===== src/cop_pkg.sv =====
// Shared types, constants and codes for the circle obstacle point projector.
// Used by every module of the block but cop_ram; depends on nothing.

package cop_pkg;

   localparam int CB            = 16;
   localparam int RW            = 14;
   localparam int SLOTW         = 6;
   localparam int CNTW          = 7;
   localparam int NUDW          = 6;
   localparam int CSRW          = 7;
   localparam int CSR_IDXW      = 1;
   localparam int OBSTACLES_DEF = 64;

   localparam logic [CNTW-1:0] COUNT_RST = 7'd0;
   localparam logic [NUDW-1:0] NUDGE_RST = 6'd6;

   localparam logic OP_WRITE = 1'b0;
   localparam logic OP_QUERY = 1'b1;

   localparam logic [CSR_IDXW-1:0] CSR_COUNT = 1'b0;
   localparam logic [CSR_IDXW-1:0] CSR_NUDGE = 1'b1;

   localparam logic [1:0] SEL_WRITE = 2'd0;
   localparam logic [1:0] SEL_PASS  = 2'd1;
   localparam logic [1:0] SEL_PROJ  = 2'd2;

   localparam int QW         = 2 * RW;
   localparam int NUMW       = 2 * QW + 2;
   localparam int SUMW       = 2 * RW + 1;
   localparam int QUOW       = 2 * RW + 2;
   localparam int ROOTW      = RW + 1;
   localparam int SREMW      = RW + 4;
   localparam int DIV_STEPS  = QUOW;
   localparam int SQRT_STEPS = QUOW / 2;
   localparam int STEPW      = 5;

   typedef struct packed {
      logic                 op;
      logic [SLOTW-1:0]     slot;
      logic signed [CB-1:0] point_x;
      logic signed [CB-1:0] point_y;
      logic [RW-1:0]        radius;
      logic                 active;
   } req_type;

   typedef struct packed {
      logic                 inside_res;
      logic [SLOTW-1:0]     hit_slot;
      logic signed [CB-1:0] out_x;
      logic signed [CB-1:0] out_y;
   } rsp_type;

   typedef struct packed {
      logic signed [CB-1:0] cx;
      logic signed [CB-1:0] cy;
      logic [RW-1:0]        r;
      logic                 act;
   } obst_type;

   localparam int OBST_W = $bits(obst_type);

   typedef struct packed {
      logic       clr_run;
      logic       tbl_write;
      logic       scan_init;
      logic       scan_run;
      logic       ld_q;
      logic       ld_num;
      logic       div_step;
      logic       sqrt_step;
      logic       rsp_load;
      logic [1:0] rsp_sel;
   } cmd_type;

   typedef struct packed {
      logic clr_done;
      logic hit;
      logic hit_center;
      logic scan_empty;
   } sts_type;

endpackage


===== src/cop_ctrl.sv =====
// Controller state machine: table clearing, request dispatch, scan and the
// projection sequence. Uses cop_pkg for command and status types.

module cop_ctrl (
   input  logic             clock,
   input  logic             reset,
   input  logic             start,
   input  logic             req_op,
   input  cop_pkg::sts_type sts,
   output cop_pkg::cmd_type cmd,
   output logic             busy
);

   localparam logic [2:0] ST_CLEAR = 3'd0;
   localparam logic [2:0] ST_IDLE  = 3'd1;
   localparam logic [2:0] ST_SCAN  = 3'd2;
   localparam logic [2:0] ST_MULQ  = 3'd3;
   localparam logic [2:0] ST_MULN  = 3'd4;
   localparam logic [2:0] ST_DIV   = 3'd5;
   localparam logic [2:0] ST_SQRT  = 3'd6;
   localparam logic [2:0] ST_DONE  = 3'd7;

   logic [2:0]                 state_ff, state_in;
   logic [cop_pkg::STEPW-1:0]  step_ff, step_in;

   always_comb begin
      state_in = state_ff;
      step_in  = step_ff;
      cmd      = '0;
      unique case (state_ff)
         ST_CLEAR: begin
            cmd.clr_run = 1'b1;
            if (sts.clr_done) begin
               state_in = ST_IDLE;
            end
         end
         ST_IDLE: begin
            if (start) begin
               if (req_op == cop_pkg::OP_WRITE) begin
                  cmd.tbl_write = 1'b1;
                  cmd.rsp_load  = 1'b1;
                  cmd.rsp_sel   = cop_pkg::SEL_WRITE;
               end else begin
                  cmd.scan_init = 1'b1;
                  state_in      = ST_SCAN;
               end
            end
         end
         ST_SCAN: begin
            cmd.scan_run = 1'b1;
            priority if (sts.hit) begin
               state_in = sts.hit_center ? ST_DONE : ST_MULQ;
            end else if (sts.scan_empty) begin
               cmd.rsp_load = 1'b1;
               cmd.rsp_sel  = cop_pkg::SEL_PASS;
               state_in     = ST_IDLE;
            end else begin
               state_in = ST_SCAN;
            end
         end
         ST_MULQ: begin
            cmd.ld_q = 1'b1;
            state_in = ST_MULN;
         end
         ST_MULN: begin
            cmd.ld_num = 1'b1;
            step_in    = '0;
            state_in   = ST_DIV;
         end
         ST_DIV: begin
            cmd.div_step = 1'b1;
            step_in      = step_ff + cop_pkg::STEPW'(1);
            if (step_ff == cop_pkg::STEPW'(cop_pkg::DIV_STEPS - 1)) begin
               step_in  = '0;
               state_in = ST_SQRT;
            end
         end
         ST_SQRT: begin
            cmd.sqrt_step = 1'b1;
            step_in       = step_ff + cop_pkg::STEPW'(1);
            if (step_ff == cop_pkg::STEPW'(cop_pkg::SQRT_STEPS - 1)) begin
               step_in  = '0;
               state_in = ST_DONE;
            end
         end
         ST_DONE: begin
            cmd.rsp_load = 1'b1;
            cmd.rsp_sel  = cop_pkg::SEL_PROJ;
            state_in     = ST_IDLE;
         end
         default: begin
            state_in = ST_IDLE;
         end
      endcase
   end

   always_ff @(posedge clock) begin
      if (reset) begin
         state_ff <= ST_CLEAR;
         step_ff  <= '0;
      end else begin
         state_ff <= state_in;
         step_ff  <= step_in;
      end
   end

   assign busy = state_ff != ST_IDLE;

endmodule


===== config.mk =====
export PLATFORM = sky130hd
export DESIGN_NAME = cop_ctrl
export DESIGN_NICKNAME = d
export VERILOG_FILES = /design/src/cop_pkg.sv /design/src/cop_ctrl.sv
export SDC_FILE = /design/constraint.sdc
export NUM_CORES = 1
export LEC_CHECK = 0
export BUFFER_PORTS_ARGS = -buffer_cell sky130_fd_sc_hd__buf_2
export CAP_MARGIN = 10
export CELL_PAD_IN_SITES_DETAIL_PLACEMENT = 0
export CELL_PAD_IN_SITES_GLOBAL_PLACEMENT = 1
export CORE_UTILIZATION = 31
export CTS_CLUSTER_DIAMETER = 80
export CTS_CLUSTER_SIZE = 10
export DETAILED_ROUTE_END_ITERATION = 7
export PLACE_DENSITY = 0.7
export SKIP_CTS_REPAIR_TIMING = 1
export SYNTH_ARGS = -nofsm -noshare
export SYNTH_HDL_FRONTEND = slang
export SYNTH_SLANG_ARGS = --single-unit

===== constraint.sdc =====
create_clock -name clock -period 1.4 [get_ports clock]
set_input_delay 0.07 -clock clock [delete_from_list [all_inputs] [get_ports clock]]
set_output_delay 0.07 -clock clock [all_outputs]
set_load 0.03 [all_outputs]

==> results.env, run 1 <==
DETAIL_ROUTE.WL_PER_CELL_UM=12.2
CLOCK_SINKS=8
GRT_SETUP_UNREPAIRED='true'
INST_COUNT_DP=125
SYNTH_AREA_LEADER_CELL='dfxtp_1'
NETLIST-CELL-TYPE-COUNT=37
BOUNDARYPINS=20
FINAL_ANTENNA_NET_COUNT=0
FINALSETUPVIOLATIONS=9
FINAL-MAX-SLEW-VIOLATION-COUNT=0
END_KIND='primary output'
GRT_FIRST_PASS_WIRELENGTH_MM=2.32
YS_DOMINANT_REG_CELL='dfxtp_1'
PLACE.GP.CONGESTION=0.763
RELSLEWSLACK_PCT=81.5
FINAL_AREA_UM2=943
TOTALWIRELENGTH_MM=1.59
INITIAL_UTILIZATION_PCT=33.8
MAXCLOCKFREQUENCY_GHz=0.645
IR_DROP_mV=0.524
OUTCOME='complete, but fails checks'
DRT_ITER0_DRC=32
DIE-WIDTH_UM=45.6
FINAL_LAYOUT_SIZE_SUFFIX_GT1_SHARE_PCT=54.7
SYNTH_ENABLE_FLOP_CELLS=0
CTSHTREEMAXLEVEL=1
AREA_ENCLOSED_BY_THE_DIE_BOUNDARY_MM2=0.00208
GLOBAL_ROUTE.USAGE.TOTAL_PCT=15.8
TRITONCTS='built'
GLOBALROUTEOVERFLOWTOTAL=0
PLACED_AREA_UM2=818
SYNTH.YOSYS.SEQ_AREA_SHARE_PCT=27.2
CRIT_PATH_MAX_FANOUT=6
WORST_SETUP_PATH_START_KIND='flip-flop'
SYN-CELL-AREA_UM2=589
PLACE.DETAILED.HPWL_MM=1.12
VIOLATED_CHECKS='setup timing'
SYNTH-ASYNC-RESET-RATIO_PCT=0
NETLIST_TOP_CELLS_AREA='dfxtp_1 27%, ha_1 6.4%, nor3b_1 3.8%'
LEAKAGE_nW=0.436
DRTPASS1ITERATIONS=4
CLK_LATENCY_NS=0.27
FP-ROW-COUNT=15
PORTBUFFERS=19
HOLD_VIOL_FINAL=0
CHIPHEIGHT_UM=45.6
MOST_COMMON_CELL_IN_THE_SYNTHESIZED_NETLIST='dfxtp_1'
VIAS_IN_THE_FIRST_GLOBAL_ROUTE=523
INSERTED_CLOCK_BUFFERS=3
VIAS_PER_CELL=5.05
POWER_DENSITY_OVER_THE_CELLS_mW_PER_MM2=931
SYNTH.TOP_CELL.AREA_SHARE_PCT=27.2
CRITICAL_PATH_CLASS='flip-flop to primary output'
CTS-ROOT-BUF='clkbuf_4'
ANTENNA_CELLS=0
ANTENNA_VIOLATIONS_BEFORE_REPAIR=0
AREAGROWTHSYNTHTOFINISH_PCT=60.1
SYNTH.NET_COUNT=82
DESIGN.CORE.AREA_MM2=0.00175
YS_FF_LATCH=8
WORST-ENDPOINT-ARRIVAL_NS=1.48
NETLIST_INSTANCES=71
CRIT_REQUIRED_NS=1.33
GRT_MAX_DEGREE=12
YS_WARN_COUNT=0
ROUTE.VIAS.TOTAL=662
FINALNETCOUNT=119
POST_SYNTH_MOST_FREQUENT_CELLS='8 x dfxtp_1, 5 x inv_1, 5 x nor2_1, 4 x a21oi_1, 4 x nand2_1'
SETUP_SLACK_PLACEMENT_NS=-0.0609
FINALCRITPERIODSHARE_PCT=111
MAX_CAP_VIOL_COUNT=0
SYNTH_AREA_PER_CELL_UM2=8.30
CLOCK_SKEW_NS=0.0111
LAYOUT.FILLER_CELLS=176
SLEW_OF_THE_PIN_WITH_THE_LOWEST_SLEW_MARGIN_NS=0.274
CLK_PIN_SLEW_WORST_SETUP_HOLD_PATHS_NS=0.06
FINAL_CORE_UTIL_PCT=54.1
TIMING.FINAL.WS_SETUP_NS=-0.151
DRC=0
CTSLONGESTPATHBUFFERS=2
FIN_CRIT_NS=1.55
FINAL_CELLS=131
TIMING.HOLD.WORST.CLASS='primary input to flip-flop'
cell usage in the layout (no fill, tap or decap), types with 2 or more instances in the layout:
cell      netlist  layout
a21o_1          2       2
a21oi_1         4       4
a31o_1          2       2
buf_2           3      17
buf_4           0      15
buf_6           0       3
clkbuf_4        0       3
dfxtp_1         8       4
dfxtp_4         0       3
ha_4            0       2
inv_1           5       3
inv_4           0       2
nand2_1         4       4
nand3_1         3       2
nor2_1          5       5
nor3_1          2       2
nor3b_1         3       2
o21ai_1         2       2
area by class of cell:
cell class	instances	area, µm²	share of cell area (%)
Multi-Input combinational cell	55	462	48.9
Sequential cell	8	173	18.3
Clock buffer	3	22.5	2.39
Inverter	5	23.8	2.52
Tap cell	25	31.3	3.32
Timing Repair Buffer	35	231	24.5
report_power, final:
group	leakage (nW)	switching [mW]	internal [mW]
clock	0.0138	0.0891	0.0988
sequential	0.0675	0.0258	0.248
combinational	0.355	0.230	0.187
per-stage QoR:
stage	TNS (ns)	hold slack [ns]	power, mW
after floorplan	-0.114	0.132	0.536
after global placement	-0.0936	0.295	0.649
after detailed placement	-0.187	0.300	0.650
after CTS	-0.735	0.0132	0.840
after global routing	-1.42	0.0353	0.938
final	-0.794	0.0375	0.878
registers in the layout (all words and copies together), names as in the netlist:
signal,count
state_ff,3
step_ff,5
routing by layer:
metal	share of wire (%)	vias up	global-route usage [%]
met5	0	-	0
met4	1.2	0	3.64
met3	5.2	2	7.14
met2	45	16	22.9
met1	48	302	21.3
li1	-	342	-
worst max-delay path, stage by stage (launching register included):
cell	delay, ns
dfxtp_4	0.37
or3b_4	0.40
nor3b_4	0.19
or3_4	0.14
buf_6	0.12
cell families after synthesis:
| logic type | Yosys count | synth area share [%] |
|---|---|---|
| flops | 8 | 27.2 |
| fa+ha+maj | 3 | 6.37 |
| compound gates | 21 | 28.0 |
| simple gates | 30 | 31.0 |
| buf+inv | 8 | 5.73 |
| mux | 1 | 1.70 |
final timing paths:
kind | end | cells after the start | slack [ns] | startpoint
worst max-delay path | cmd[2] | 4 | -0.15 | state_ff[0]
worst min-delay path | state_ff[0] | 2 | 0.04 | reset
worst max register to register | step_ff[3] | 6 | -0.12 | step_ff[1]
worst min register to register | step_ff[2] | 1 | 0.51 | step_ff[2]
Note: power is estimated with default switching activity, not from simulation.
==> inputs of run 2 (changes only) <==
--- a/config.mk
+++ b/config.mk
@@ -13,7 +13,8 @@
 export CTS_CLUSTER_DIAMETER = 80
 export CTS_CLUSTER_SIZE = 10
 export DETAILED_ROUTE_END_ITERATION = 7
-export PLACE_DENSITY = 0.7
+export PLACE_DENSITY = 0.77
+export RECOVER_POWER = 25
 export SKIP_CTS_REPAIR_TIMING = 1
 export SYNTH_ARGS = -nofsm -noshare
 export SYNTH_HDL_FRONTEND = slang
==> results.env, run 2 (synthesis results as in run 1) <==
TIMING.CRITICAL_PATH.CELLS='or3b_4 > nor3b_4 > or3_4 > buf_6'
GRT_FIRST_PASS_WIRELENGTH_MM=2.40
WORSTREG2REGSTART='step_ff[0]'
TIMING.CRITICAL_PATH.BUF_INV=1
GLOBALROUTEOVERFLOWTOTAL=0
TIMING.HOLD.WORST.CLASS='primary input to flip-flop'
CRIT_PATH_MAX_FANOUT=5
CRIT_REQUIRED_NS=1.33
HOLD-PATH-ENDPOINT='state_ff[0]'
R2R_DEPTH=7
LAYOUT.CELLS.MOST_COMMON='buf_4'
WORST_PATH_MAX_DELAY_CELL='or3b_4'
WORST_HOLD_STARTPOINT='reset'
PORTBUFFERS=19
WORST_SETUP_PATH_START_KIND='flip-flop'
WORST-ENDPOINT-ARRIVAL_NS=1.47
AREAGROWTHSYNTHTOFINISH_PCT=66.9
CLOCK_SINKS=8
CTSLONGESTPATHBUFFERS=2
GRT_SETUP_UNREPAIRED='true'
DRT_ITER0_DRC=5
PLACE.GP.CONGESTION=0.694
END_KIND='primary output'
FIN_CRIT_NS=1.54
FINAL-MAX-SLEW-VIOLATION-COUNT=0
MAX_CAP_VIOL_COUNT=0
HOLD_VIOL_FINAL=0
TIMING.FINAL.WS_SETUP_NS=-0.138
ANTENNA_CELLS=0
RR_ENDPOINT='step_ff[1]'
MOST_FLOPS_REGISTER='step_ff'
DIE-WIDTH_UM=45.6
DRC=0
POWER_DENSITY_OVER_THE_CELLS_mW_PER_MM2=959
VIAS_IN_THE_FIRST_GLOBAL_ROUTE=557
BIGGESTREGSBYFLOPS='step_ff x5, state_ff x3'
VIOLATED_CHECKS='setup timing'
AREA_ENCLOSED_BY_THE_DIE_BOUNDARY_MM2=0.00208
FINAL_AREA_UM2=983
CTS-ROOT-BUF='clkbuf_4'
FINAL_ANTENNA_NET_COUNT=0
CP_TOP_FAMILY='simple AND/OR/NAND/NOR gates'
CLK_LATENCY_NS=0.26
PLACED_AREA_UM2=841
CLOCK_SKEW_NS=0.00428
DESIGN.CORE.AREA_MM2=0.00175
HIGHEST_COUNT_CELLS_IN_THE_LAYOUT_IGNORING_FILL_AND_TAPS='16 x buf_4, 15 x buf_2, 5 x buf_6'
VIAS_PER_CELL=5.05
IR_DROP_mV=0.678
OUTCOME='complete, but fails checks'
DETAIL_ROUTE.WL_PER_CELL_UM=12.4
CRITICAL_PATH_CLASS='flip-flop to primary output'
LARGEST_REGISTER_FFS=5
R2R_SLACK_NS=-0.06
FINALNETCOUNT=121
MAXCLOCKFREQUENCY_GHz=0.650
FINAL_LAYOUT_SIZE_SUFFIX_GT1_SHARE_PCT=56.5
CLK_PIN_SLEW_WORST_SETUP_HOLD_PATHS_NS=0.06
RELSLEWSLACK_PCT=78.9
CHIPHEIGHT_UM=45.6
SLEW_OF_THE_PIN_WITH_THE_LOWEST_SLEW_MARGIN_NS=0.313
SETUP_SLACK_PLACEMENT_NS=-0.0440
TOTALWIRELENGTH_MM=1.65
FINALSETUPVIOLATIONS=9
INITIAL_UTILIZATION_PCT=33.8
FP-ROW-COUNT=15
FINALCRITPERIODSHARE_PCT=110
GLOBAL_ROUTE.USAGE.TOTAL_PCT=16.2
MIN_PATH_CELLS=2
DRTPASS1ITERATIONS=4
CP_SLOWEST_STAGE_DELAY_NS=0.40
PLACE.DETAILED.HPWL_MM=1.20
INSERTED_CLOCK_BUFFERS=3
LEAKAGE_nW=0.455
BOUNDARYPINS=20
TRITONCTS='built'
ANTENNA_VIOLATIONS_BEFORE_REPAIR=0
WHS_NS=0.0244
ROUTE.VIAS.TOTAL=671
SETUP-TNS-FINAL_NS=-0.517
CTSHTREEMAXLEVEL=1
GRT_MAX_DEGREE=12
[run 2: worst max-delay path by stage]
stage | start | endpoint | slack [ns] | cells past startpoint
3_3_place_gp | step_ff[0] | step_ff[4] | -0.006 | 6
6_report | state_ff[0] | cmd[2] | -0.14 | 4
2_1_floorplan | state_ff[0] | cmd[2] | -0.11 | 3
4_1_cts | state_ff[2] | cmd[2] | -0.23 | 4
5_1_grt | state_ff[0] | cmd[2] | -0.19 | 4
3_5_place_dp | step_ff[0] | state_ff[0] | -0.04 | 7
[run 2: area by class of cell]
cell class	instances	area, µm²
inverter	5	23.8
multi-input combinational	55	477
clock buffer	3	22.5
fill	167	762
tap	25	31.3
sequential	8	173
timing repair buffer	37	256
[run 2: report_power, final]
group | switching (mW) | internal [mW] | leakage [nW]
Clock | 0.0900 | 0.0989 | 0.0138
Combinational | 0.257 | 0.227 | 0.374
Sequential | 0.0233 | 0.248 | 0.0675
Total | 0.370 | 0.573 | 0.455
[run 2: routing by layer]
metal / global-route usage (%) / up-vias / wire length, µm
met5: 0 / - / 0
met4: 1.82 / 0 / 0
met3: 7.14 / 0 / 88
met2: 24.9 / 18 / 773
met1: 21.4 / 307 / 783
li1: - / 346 / -
[run 2: through the flow]
step	utilization (%)	std cells	total power [mW]
after floorplan	-	71	0.536
after global placement	48.2	128	0.671
after detailed placement	48.2	128	0.678
after CTS	49.5	131	0.868
after global routing	56.3	133	0.997
final	56.3	133	0.943
[run 2: worst register-to-register path, delay by kind of cell (launching register included)]
family                   cells  cell delay [ns]
adder cells (fa/ha/maj)      1             0.11
flip-flops                   1             0.36
AO/OA/AOI/OAI                2             0.36
buffers and inverters        2             0.22
AND/OR/NAND/NOR              2             0.30
